<file path="config.mk">
export PLATFORM = sky130hd
export DESIGN_NAME = ntcmon_div
export DESIGN_NICKNAME = d
export VERILOG_FILES = /design/src/design/ntcmon_pkg.sv /design/src/design/ntcmon_div.sv
export SDC_FILE = /design/constraint.sdc
export NUM_CORES = 1
export LEC_CHECK = 0
export BUFFER_PORTS_ARGS = -buffer_cell sky130_fd_sc_hd__buf_2
export CAP_MARGIN = 5
export CORE_MARGIN = 4
export CORE_UTILIZATION = 55
export DETAILED_ROUTE_END_ITERATION = 12
export PLACE_DENSITY = 0.79
export SLEW_MARGIN = 15
export SYNTH_ARGS = -nofsm -noshare
export SYNTH_HDL_FRONTEND = slang
export SYNTH_SLANG_ARGS = --single-unit
</file>
<file path="constraint.sdc">
create_clock -name clk_i -period 3.1 [get_ports clk_i]
set_input_delay 0.62 -clock clk_i [delete_from_list [all_inputs] [get_ports clk_i]]
set_output_delay 0.62 -clock clk_i [all_outputs]
set_load 0.005 [all_outputs]
</file>
<file path="src/design/ntcmon_pkg.sv">
package ntcmon_pkg;

  localparam int unsigned AdcFullScale = 65535;
  localparam int unsigned ZeroPointCk  = 22315;
  localparam logic [15:0] FailedSample = 16'hFFFF;
  localparam logic [31:0] Ln2Q32       = 32'd2977044472;

  localparam int unsigned DivDw = 56;
  localparam int unsigned DivVw = 44;
  localparam int unsigned DivCw = 6;

  localparam logic [6:0]  RstFilterLength = 7'd16;
  localparam logic [19:0] RstDividerOhms  = 20'd10000;
  localparam logic [19:0] RstResFloor     = 20'd300;
  localparam logic [19:0] RstResCeiling   = 20'd400000;
  localparam logic [13:0] RstBetaKelvin   = 14'd3435;
  localparam logic [19:0] RstNominalOhms  = 20'd10000;
  localparam logic [15:0] RstNominalCk    = 16'd29815;
  localparam logic [7:0]  RstOverLimit    = 8'd150;

  typedef enum logic [2:0] {
    RegFilterLength = 3'd0,
    RegDividerOhms  = 3'd1,
    RegResFloor     = 3'd2,
    RegResCeiling   = 3'd3,
    RegBetaKelvin   = 3'd4,
    RegNominalOhms  = 3'd5,
    RegNominalCk    = 3'd6,
    RegOverLimit    = 3'd7
  } cfg_reg_e;

  typedef struct packed {
    logic             start;
    logic [DivCw-1:0] steps;
  } div_ctl_t;

endpackage

</file>
<file path="src/design/ntcmon_div.sv">
module ntcmon_div (
  input  logic                            clk_i,
  input  logic                            rst_ni,
  input  ntcmon_pkg::div_ctl_t            ctl_i,
  input  logic [ntcmon_pkg::DivDw-1:0]    dividend_i,
  input  logic [ntcmon_pkg::DivVw-1:0]    divisor_i,
  output logic                            done_o,
  output logic [ntcmon_pkg::DivDw-1:0]    quotient_o
);

  localparam int unsigned Dw = ntcmon_pkg::DivDw;
  localparam int unsigned Vw = ntcmon_pkg::DivVw;
  localparam int unsigned Cw = ntcmon_pkg::DivCw;

  logic          run_q;
  logic          done_q;
  logic [Cw-1:0] cnt_q;
  logic [Vw-1:0] rem_q, rem_d;
  logic [Dw-1:0] quo_q, quo_d;
  logic [Vw-1:0] den_q;
  logic [Vw:0]   trial;
  logic [Vw:0]   diff;
  logic          ge;

  always_comb begin
    trial = {rem_q, quo_q[Dw-1]};
    diff  = trial - {1'b0, den_q};
    ge    = (trial >= {1'b0, den_q});
    rem_d = ge ? diff[Vw-1:0] : trial[Vw-1:0];
    quo_d = {quo_q[Dw-2:0], ge};
  end

  always_ff @(posedge clk_i or negedge rst_ni) begin
    if (!rst_ni) begin
      run_q  <= 1'b0;
      done_q <= 1'b0;
      cnt_q  <= '0;
    end else if (ctl_i.start) begin
      run_q  <= 1'b1;
      done_q <= 1'b0;
      cnt_q  <= ctl_i.steps;
    end else if (run_q) begin
      cnt_q <= cnt_q - Cw'(1);
      if (cnt_q == Cw'(1)) begin
        run_q  <= 1'b0;
        done_q <= 1'b1;
      end
    end else begin
      done_q <= 1'b0;
    end
  end

  always_ff @(posedge clk_i) begin
    if (ctl_i.start) begin
      rem_q <= '0;
      quo_q <= dividend_i;
      den_q <= divisor_i;
    end else if (run_q) begin
      rem_q <= rem_d;
      quo_q <= quo_d;
    end
  end

  assign done_o     = done_q;
  assign quotient_o = quo_q;

endmodule

</file>
==> PnR_summary.wiki <==
{| class="wikitable"
! Metric !! Value
|-
| Measured slew at the worst slew-check pin || between 600 and 700 ps
|-
| Netlist cell types || 66
|-
| Maximum net fanout on the critical path || 23
|-
| DRC errors left || 0
|-
| Net count after synthesis || 1038
|-
| Maximum Capacitance Violations || 0
|-
| Worst setup SP type || register
|-
| Post-synth EDFFs || 100
|-
| Final setup slack of the worst path || about 90 ps
|-
| Sequential area share after synthesis || 0.466
|-
| Maximum clock skew at final layout || about 11 ps
|-
| Minimum clock period after layout || ~3000 ps
|-
| Number of optimization iterations in the first detailed-route pass || 5
|-
| Total CTS buffers || 17
|-
| Clock tree from TritonCTS || done
|-
| Sink count of the clock tree || 152
|-
| Register bit total from synthesis || ~150
|-
| Placer congestion estimate || slightly above 0.9
|-
| Ys async rst share || 0.0526
|-
| Average detailed-routed wire length per instance || roughly 17 um
|-
| Buffers and inverters on the worst path || 2
|-
| Final number of max-transition violations || 0
|-
| Outcome || completed
|-
| Ordered cell list for the critical path || inv_1, ha_1, a21oi_1, o21bai_1, a21oi_1, nor2b_1, or3_1, or3_4, buf_12, a31oi_1, mux2i_1, a311oi_2
|-
| Share of the synthesized area in the top cell type || 0.343
|-
| Layout cell share with drive strength beyond 1 || 0.292
|-
| Hold Path Class || input port to async pin
|-
| Power density of the placed cells || just under 900 nW/um^2
|-
| Worst-skew pair later-pin latency || 430 ps
|-
| Hold violation count in the final report || 0
|-
| Nets || roughly 1.2k
|-
| Final cell utilization of the core || 0.690
|-
| Clock transition at the register clock pins on the worst setup and hold paths after CTS || ~70 ps
|-
| Height of the die || between 100 and 150 um
|-
| Number of buffer cells added on primary ports || approximately 170
|-
| Post-detailed-routing wire length || ~22000 um
|-
| Synthesized area per cell || roughly 9.9 um^2
|-
| Cell type contributing the most total cell area after synthesis || edfxtp_1
|-
| Maximum resistive drop on vdd || about 0.64 mV
|-
| Pin count of the biggest net entering global routing || a little over 100
|-
| Max Root-Sink Buffers || 2
|-
| Launching point of the worst reg2reg path || den_q[26]
|-
| Overall die area || ~18000 um^2
|-
| Ranking of synthesized cells by area || edfxtp_1 (34%), dfxtp_1 (10%), mux2_2 (7.5%), ha_1 (6.6%), nand2_1 (4.3%)
|-
| Wire length of the first global-routing pass || 34100 um
|-
| Pre-CTS WS || 1.15 ps
|-
| Antenna diode count || 0
|-
| Synth Flop Type || edfxtp_1
|-
| Kind of cell with the highest combined delay on the critical path || simple AND/OR/NAND/NOR gates
|-
| Count of hold-fix buffers inserted at cts || 0
|-
| Most used standard cells in the synthesized netlist || edfxtp_1 (100), nand2_1 (100), nor2_1 (64)
|-
| Overall die width || approximately 130 um
|-
| Critical Path Slowest Stage Cell || or3_1
|-
| Leakage power total || 4.57 nW
|-
| Total gr overflow || 0
|-
| Depth of the CTS H-tree || 4
|-
| Relative slew slack || 0.577
|-
| Number of vias per cell || roughly 5.7
|-
| Clock tree root driver cell || clkbuf_16
|-
| Kind of end point of the critical path || register
|-
| Vias after detailed routing || around 7.3k
|-
| Final Cycle Share || 0.971
|-
| Start point of the critical path || den_q[26]
|-
| Final ANT Viol Nets || 0
|-
| Area of combinational cells with multiple inputs || about 4300 um^2
|-
| CP Class || register to register
|-
| Number of setup violations in the final report || 0
|-
| Sequential standard cell area || approximately 4000 um^2
|-
| Maximum clock frequency || ~330 MHz
|-
| IO Count || about 170
|-
| Initial drt markers || 692
|-
| Data required time at the worst endpoint || about 3500 ps
|-
| Area of the mapped netlist || 8760 um^2
|-
| Number of standard cells after synthesis || 882
|-
| Initial Utilization || 0.568
|-
| Most numerous cell on the critical path || a21oi_1
|-
| Count of yosys warnings during synthesis || 0
|-
| Core outline area || ~15000 um^2
|-
| Detailed placement HPWL || roughly 15000 um
|-
| Layout-stage area growth over the synthesis result || 21.4%
|-
| CP peak stage delay || about 470 ps
|-
| Final-layout fill cell count || between 1k and 1.5k
|-
| Total global-route track usage || 0.236
|-
| Number of placement rows || 45
|-
| Signal arrival time at the worst endpoint || 3360 ps
|-
| Via count of the first global-routing pass || 6937
|-
| Number of antenna violations at the first check in global routing || 0
|}
==> flip-flops by register name, indices dropped and copies added, names as in the netlist <==
register    cells
rem_q          44
den_q          44
cnt_q           6
run_q           1
done_o          1
quotient_o     56
==> repair_timing <==
| action | 4_1_cts | 5_1_grt |
|---|---|---|
| pin swaps | 1 | 2 |
| endpoints found under the setup margin | 2 | 31 |
| buffers inserted | 0 | 8 |
| cloned | 0 | 1 |
| resized for setup | 2 | 16 |
==> final timing paths <==
| check | end | slack (ps) | cells past startpoint |
|---|---|---|---|
| max in group asynchronous | run_q | 2890 | 1 |
| worst max-delay path | rem_q[38] | 90 | 12 |
| worst min-delay path | done_o | 30 | 1 |
| worst max register to register | rem_q[38] | 90 | 12 |
| worst min register to register | rem_q[1] | 490 | 2 |
| min in group clk_i | den_q[31] | 360 | 1 |
==> stage by stage <==
stage                     TNS, ps  hold slack [ps]  power [mW]  cells  area [um^2]
after CTS                       0             23.6        9.05   1263        10500
final                           0             26.1        9.27   1272        10600
after global placement          0              474        6.86   1233         9910
after global routing         -136             29.1        9.86   1272        10600
after detailed placement        0              480        6.92   1233         9910
after floorplan                 0              324        5.80    882         8760
==> report_power, final <==
group          internal, mW  total, mW  switching, mW
registers              2.62       2.94          0.319
logic                  1.86       4.24           2.38
clock network          1.20       2.09          0.893
total                  5.68       9.27           3.59
==> logic make-up after synthesis <==
kind of cell | count (synthesis) | synth area share
fa+ha+maj | 47 | 0.0680
flops | 152 | 0.466
simple gates | 253 | 0.131
buf+inv | 112 | 0.0504
compound gates | 219 | 0.169
xor+xnor | 38 | 0.0380
mux | 61 | 0.0779
==> cell type report <==
cell class / count / area share
Multi-Input combinational cell: 618 / 0.406
Inverter: 62 / 0.0219
Sequential cell: 152 / 0.384
Tap cell: 211 / 0.0248
Clock buffer: 17 / 0.0400
Timing Repair Buffer: 199 / 0.109
Clock inverter: 13 / 0.0147
==> metal layers <==
metal  track usage  share of wire  up-vias
li1              -              -     3569
met1         0.317           0.44     3427
met2         0.381           0.48      242
met3        0.0630          0.067       34
met4        0.0662          0.016        0
met5             0              0        -
==> cells in the final DEF (no fill, tap or decap), drive strengths merged, types with 6 or more instances in the layout <==
master | Yosys | routed
buf | 9 | 198
nand2 | 100 | 100
edfxtp | 100 | 100
inv | 62 | 71
nor2 | 64 | 64
mux2 | 58 | 58
a21oi | 58 | 58
ha | 46 | 46
dfxtp | 44 | 44
o21ai | 39 | 39
a311oi | 27 | 27
xnor2 | 24 | 24
nand3 | 19 | 19
clkbuf | 41 | 18
nand4 | 17 | 17
a21o | 15 | 15
nor2b | 14 | 14
xor2 | 14 | 14
o21bai | 12 | 12
a31oi | 12 | 12
nor3 | 10 | 10
dfrtp | 8 | 8
a211oi | 7 | 7
o21a | 7 | 7
nand2b | 6 | 6
nor4 | 6 | 6
Power figures use the tool's default switching activity.
