[config.mk]
export PLATFORM = sky130hd
export DESIGN_NAME = ntcmon_ln
export DESIGN_NICKNAME = d
export VERILOG_FILES = /design/src/design/ntcmon_pkg.sv /design/src/design/ntcmon_ln.sv
export SDC_FILE = /design/constraint.sdc
export NUM_CORES = 2
export LEC_CHECK = 0
export BUFFER_PORTS_ARGS = -buffer_cell sky130_fd_sc_hd__buf_4
export CAP_MARGIN = 10
export CORE_MARGIN = 8
export CORE_UTILIZATION = 61
export CTS_CLUSTER_SIZE = 8
export DETAILED_ROUTE_END_ITERATION = 7
export GPL_TIMING_DRIVEN = 1
export PLACE_DENSITY = 0.8
export SKIP_CTS_REPAIR_TIMING = 1
export SLEW_MARGIN = 20
export SYNTH_ARGS = -nofsm -noshare
export SYNTH_HDL_FRONTEND = slang
export SYNTH_SLANG_ARGS = --single-unit
[constraint.sdc]
create_clock -name clk_i -period 8.5 [get_ports clk_i]
set_clock_uncertainty 0.1 [all_clocks]
set_input_delay 2.55 -clock clk_i [delete_from_list [all_inputs] [get_ports clk_i]]
set_output_delay 2.55 -clock clk_i [all_outputs]
set_load 0.1 [all_outputs]
[src/design/ntcmon_pkg.sv]
package ntcmon_pkg;

  localparam int unsigned AdcFullScale = 65535;
  localparam int unsigned ZeroPointCk  = 22315;
  localparam logic [15:0] FailedSample = 16'hFFFF;
  localparam logic [31:0] Ln2Q32       = 32'd2977044472;

  localparam int unsigned DivDw = 56;
  localparam int unsigned DivVw = 44;
  localparam int unsigned DivCw = 6;

  localparam logic [6:0]  RstFilterLength = 7'd16;
  localparam logic [19:0] RstDividerOhms  = 20'd10000;
  localparam logic [19:0] RstResFloor     = 20'd300;
  localparam logic [19:0] RstResCeiling   = 20'd400000;
  localparam logic [13:0] RstBetaKelvin   = 14'd3435;
  localparam logic [19:0] RstNominalOhms  = 20'd10000;
  localparam logic [15:0] RstNominalCk    = 16'd29815;
  localparam logic [7:0]  RstOverLimit    = 8'd150;

  typedef enum logic [2:0] {
    RegFilterLength = 3'd0,
    RegDividerOhms  = 3'd1,
    RegResFloor     = 3'd2,
    RegResCeiling   = 3'd3,
    RegBetaKelvin   = 3'd4,
    RegNominalOhms  = 3'd5,
    RegNominalCk    = 3'd6,
    RegOverLimit    = 3'd7
  } cfg_reg_e;

  typedef struct packed {
    logic             start;
    logic [DivCw-1:0] steps;
  } div_ctl_t;

endpackage

[src/design/ntcmon_ln.sv]
module ntcmon_ln (
  input  logic        clk_i,
  input  logic        rst_ni,
  input  logic        start_i,
  input  logic [19:0] x_i,
  output logic        done_o,
  output logic [19:0] ln_o
);

  typedef enum logic [1:0] {
    LnIdle,
    LnNorm,
    LnSquare,
    LnScale
  } ln_state_e;

  ln_state_e   state_q;
  logic        done_q;
  logic [19:0] v_q;
  logic [4:0]  e_q;
  logic [30:0] m_q;
  logic [15:0] frac_q;
  logic [3:0]  k_q;
  logic [19:0] ln_q;
  logic [61:0] sq;
  logic [52:0] scaled;

  assign sq     = m_q * m_q;
  assign scaled = 53'({e_q, frac_q}) * 53'(ntcmon_pkg::Ln2Q32) + 53'(64'h8000_0000);

  always_ff @(posedge clk_i or negedge rst_ni) begin
    if (!rst_ni) begin
      state_q <= LnIdle;
      done_q  <= 1'b0;
      v_q     <= '0;
      e_q     <= '0;
      m_q     <= '0;
      frac_q  <= '0;
      k_q     <= '0;
      ln_q    <= '0;
    end else begin
      done_q <= 1'b0;
      unique case (state_q)
        LnIdle: begin
          if (start_i) begin
            v_q     <= x_i;
            e_q     <= 5'd19;
            frac_q  <= '0;
            k_q     <= '0;
            state_q <= LnNorm;
          end
        end
        LnNorm: begin
          if (v_q[19]) begin
            m_q     <= {v_q, 11'b0};
            state_q <= LnSquare;
          end else begin
            v_q <= {v_q[18:0], 1'b0};
            e_q <= e_q - 5'd1;
          end
        end
        LnSquare: begin
          if (sq[61]) begin
            m_q    <= sq[61:31];
            frac_q <= {frac_q[14:0], 1'b1};
          end else begin
            m_q    <= sq[60:30];
            frac_q <= {frac_q[14:0], 1'b0};
          end
          k_q <= k_q + 4'd1;
          if (k_q == 4'd15) begin
            state_q <= LnScale;
          end
        end
        LnScale: begin
          ln_q    <= scaled[51:32];
          done_q  <= 1'b1;
          state_q <= LnIdle;
        end
        default: state_q <= LnIdle;
      endcase
    end
  end

  assign done_o = done_q;
  assign ln_o   = ln_q;

endmodule

==> impl_results.md <==
* Count of placed standard cells including taps at about 5.2k
* Gate Count Post-Synth at around 4.3k
* Met1 WL at about 42000 um
* Clock tree sinks at 99
* Final cell count without fillers at 5258
* ANT nets after route at 0
* Setup violators final at 0
* Aggregate routed wire length at 103900 um
* Quantity of I/O buffers inserted on ports at 43
* Yosys warnings at 0
* Horizontal die dimension at ~270 um
* HPWL after detailed placement at around 89000 um
* Required time worst endpoint at between 8 and 9 ns
* Leftover overflow at the end of global routing at 0
* Minimum period implied by the final worst setup slack at between 8 and 9 ns
* Height of the chip at between 200 and 300 um
* Slew margin rel. at 0.2502
* Vias in the first global route at approximately 32k
* Fin area at 43920 um2
* Initial DRC Count at about 2.3k
* Weighted congestion at the end of routability-driven global placement at approximately 0.98
* Crit-path max cell delay at 0.53 ns
* Wire length of the first global-routing pass at approximately 170000 um
* Proportion of synthesized flip-flops having asynchronous set or reset at 1.000
* Library cell occupying the most area in the post-synthesis netlist: sky130_fd_sc_hd__fa_1
* Largest buffer count on any clock path at 2
* Number of H-tree levels at 3
* Filler cell count in the final layout at 5111
* Max capacitance violation total at 0
* GR Util All Layers at 0.2851
* Sequential-to-total area share from yosys stat at 0.06063
* Kind of start point of the critical path: flip-flop
* Post-detailed-placement cell area at 43030 um2
* Area of the core region at 66800 um2
* Worst Reg-to-Reg Cells at 29
* Largest net degree at the start of global routing at 73
* Antenna violations before repair at 3
* Average routed wire per standard cell at 19.76 um
* Critical path type: flip-flop to flip-flop
* Number of enable flip-flop cells after synthesis at 0
* Cell area after synthesis at between 40000 and 50000 um2
* Critical path endpoint category: flip-flop
* Area of the die at around 76000 um2
* Diode insertion count for antenna repair at 0
* IO Count at 44
* Area growth, synth to finish at 7.471%
* Post-synthesis average cell area at 9.516 um2
* Total clock buffers created by CTS at 9
* Final core occ at 0.6574
* Clock-pin transition on the worst setup and hold timing paths at approximately 0.090 ns
* Initial core utilization at 0.6117
* Count of vias placed by the detailed router at 29.67k
* Clk root buf: sky130_fd_sc_hd__clkbuf_16
* Cell types with the largest area share after synthesis: sky130_fd_sc_hd__fa_1 47%, sky130_fd_sc_hd__ha_1 15%, sky130_fd_sc_hd__inv_1 11%, sky130_fd_sc_hd__dfrtp_1 6.1%, sky130_fd_sc_hd__nand2_1 3.3%
* Transition time of the tightest slew-check pin at roughly 1.1 ns
* CTS tree: built
* Hold path cells at 2
* #FFs+latches synth at 99
* WP data arrival at about 8.5 ns
* Synth top area share at 0.4688
* Fmax at 120.8 MHz
* Fraction of final layout cells sized beyond drive strength 1 at 0.07389
* Routed wire length on met3 at 8786 um
* Final-report max-slew violation count at 0
* Pre-antenna DRT Iters at 7
* Max Fanout on Critical Path at 13
* Number of failing hold endpoints at the final stage at 0
* Final period util at 0.9738
* Worst hold-check path type: flip-flop to flip-flop
* Cell occurring most often along the worst timing path: sky130_fd_sc_hd__fa_1
* Yosys cell types at 77
* Number of remaining DRC errors at 0
* Critical path's slowest cell: sky130_fd_sc_hd__fa_1
* Skew-Pair Late Insertion Delay at between 0.3 and 0.4 ns
* Highest routed layer: met5
* Synthesized Nets at between 5k and 6k
* Average via count per standard cell at roughly 5.6
* Outcome: complete, no violations
* Total number of nets in the final design at ~5.9k
* Row Count at between 90 and 100
* Detail Route met2 WL at a little under 50000 um
* Top FF cell, synth: sky130_fd_sc_hd__dfrtp_1
per-stage QoR:
step                hold slack (ns)  setup TNS (ns)  setup slack, ns
floorplan                    0.3945               0           0.1189
global route                 0.4308         -0.1839         -0.06293
detailed placement           0.3792        -0.06703         -0.06703
global placement             0.3815               0         0.003831
CTS                          0.4061        -0.08084         -0.08084
finish                       0.4069               0           0.2227
placed cells by master, fill, tap and decap left out, types with 7 or more instances in the layout:
master,instances
sky130_fd_sc_hd__nand2_1,362
sky130_fd_sc_hd__dfrtp_2,16
sky130_fd_sc_hd__and3_1,24
sky130_fd_sc_hd__nor2_1,150
sky130_fd_sc_hd__nand2b_1,11
sky130_fd_sc_hd__a211oi_1,12
sky130_fd_sc_hd__buf_6,16
sky130_fd_sc_hd__nor3_1,27
sky130_fd_sc_hd__dfrtp_1,83
sky130_fd_sc_hd__nor2b_1,10
sky130_fd_sc_hd__o211ai_1,17
sky130_fd_sc_hd__o21ai_0,85
sky130_fd_sc_hd__buf_4,175
sky130_fd_sc_hd__o31ai_1,7
sky130_fd_sc_hd__inv_1,1191
sky130_fd_sc_hd__buf_12,13
sky130_fd_sc_hd__a21oi_2,7
sky130_fd_sc_hd__o22ai_1,9
sky130_fd_sc_hd__xnor2_1,49
sky130_fd_sc_hd__nand4_1,18
sky130_fd_sc_hd__a21oi_1,119
sky130_fd_sc_hd__a32oi_1,10
sky130_fd_sc_hd__fa_2,10
sky130_fd_sc_hd__clkbuf_16,12
sky130_fd_sc_hd__mux2i_1,18
sky130_fd_sc_hd__xor2_1,38
sky130_fd_sc_hd__or2_2,7
sky130_fd_sc_hd__fa_1,947
sky130_fd_sc_hd__ha_1,495
sky130_fd_sc_hd__nand3_1,41
sky130_fd_sc_hd__and4_1,7
sky130_fd_sc_hd__a22oi_1,14
sky130_fd_sc_hd__a22o_1,19
sky130_fd_sc_hd__a31oi_1,10
sky130_fd_sc_hd__and2_1,156
sky130_fd_sc_hd__a21o_1,43
sky130_fd_sc_hd__o21a_1,12
sky130_fd_sc_hd__mux2_2,10
path summary, 6_finish.rpt:
path / startpoint / end / slack (ns)
min in group asynchronous: rst_ni / v_q[12]$_DFFE_PN0P_ / 1.98
worst min register to register: ln_o[7]$_DFFE_PN0P_ / ln_o[7]$_DFFE_PN0P_ / 0.41
worst max register to register: m_q[6]$_DFFE_PN0P_ / m_q[11]$_DFFE_PN0P_ / 0.22
worst max-delay path: m_q[6]$_DFFE_PN0P_ / m_q[11]$_DFFE_PN0P_ / 0.22
worst min-delay path: ln_o[7]$_DFFE_PN0P_ / ln_o[7]$_DFFE_PN0P_ / 0.41
max in group asynchronous: rst_ni / m_q[4]$_DFFE_PN0P_ / 4.99
synthesized netlist by cell type (8+ instances only):
master,count
sky130_fd_sc_hd__a211oi_1,13
sky130_fd_sc_hd__a21o_1,43
sky130_fd_sc_hd__a21oi_1,124
sky130_fd_sc_hd__a22o_1,19
sky130_fd_sc_hd__a22oi_1,14
sky130_fd_sc_hd__a31oi_1,11
sky130_fd_sc_hd__a32oi_1,10
sky130_fd_sc_hd__and2_1,162
sky130_fd_sc_hd__and3_1,24
sky130_fd_sc_hd__clkbuf_1,129
sky130_fd_sc_hd__dfrtp_1,99
sky130_fd_sc_hd__fa_1,957
sky130_fd_sc_hd__ha_1,502
sky130_fd_sc_hd__inv_1,1191
sky130_fd_sc_hd__mux2_2,10
sky130_fd_sc_hd__mux2i_1,19
sky130_fd_sc_hd__nand2_1,363
sky130_fd_sc_hd__nand2b_1,11
sky130_fd_sc_hd__nand3_1,42
sky130_fd_sc_hd__nand4_1,18
sky130_fd_sc_hd__nor2_1,155
sky130_fd_sc_hd__nor2b_1,10
sky130_fd_sc_hd__nor3_1,29
sky130_fd_sc_hd__o211ai_1,17
sky130_fd_sc_hd__o21a_1,12
sky130_fd_sc_hd__o21ai_0,88
sky130_fd_sc_hd__o22ai_1,9
sky130_fd_sc_hd__o31ai_1,8
sky130_fd_sc_hd__xnor2_1,50
sky130_fd_sc_hd__xor2_1,39
kinds of logic after synthesis:
| logic type | after synthesis | synth area share |
|---|---|---|
| xor+xnor | 89 | 0.01908 |
| simple gates | 851 | 0.09786 |
| other cells | 1 | 0.00009177 |
| compound gates | 434 | 0.06997 |
| flops | 99 | 0.06063 |
| mux | 29 | 0.007410 |
| buf+inv | 1332 | 0.1224 |
| fa+ha+maj | 1459 | 0.6226 |
critical path, delay by kind of cell, from the launching register on:
kind                     cells  cell delay, ns
adder cells (fa/ha/maj)      9            4.03
AO/OA/AOI/OAI                5            1.04
buffers and inverters        8            0.97
AND/OR/NAND/NOR              5            0.92
flip-flops                   1            0.39
XOR/XNOR                     1            0.35
multiplexers                 1            0.33
cell type report:
type,count,area [um2],share of cell area
repair buffers,210,1874,0.04268
clock buffers,9,225.2,0.005128
multi-input cells,2863,33660,0.7665
clock inverters,6,55.05,0.001254
inverters,1198,4511,0.1027
well taps,873,1092,0.02487
flip-flops and latches,99,2497,0.05687
routing by layer:
| metal | vias to the layer above | global-route usage |
|---|---|---|
| met3 | 252 | 0.05092 |
| met1 | 14969 | 0.3882 |
| met4 | 4 | 0.1090 |
| li1 | 13167 | - |
| met5 | - | 0 |
| met2 | 1277 | 0.4568 |
state kept, by name, summed over array words and instances, names as in the netlist:
| register | count |
|---|---|
| v_q | 20 |
| ln_o | 20 |
| k_q | 4 |
| done_o | 1 |
| state_q | 2 |
| e_q | 5 |
| frac_q | 16 |
| m_q | 31 |
Power is not shown: default switching activity piles up to over one toggle a cycle in this logic, so the estimate is an artifact.
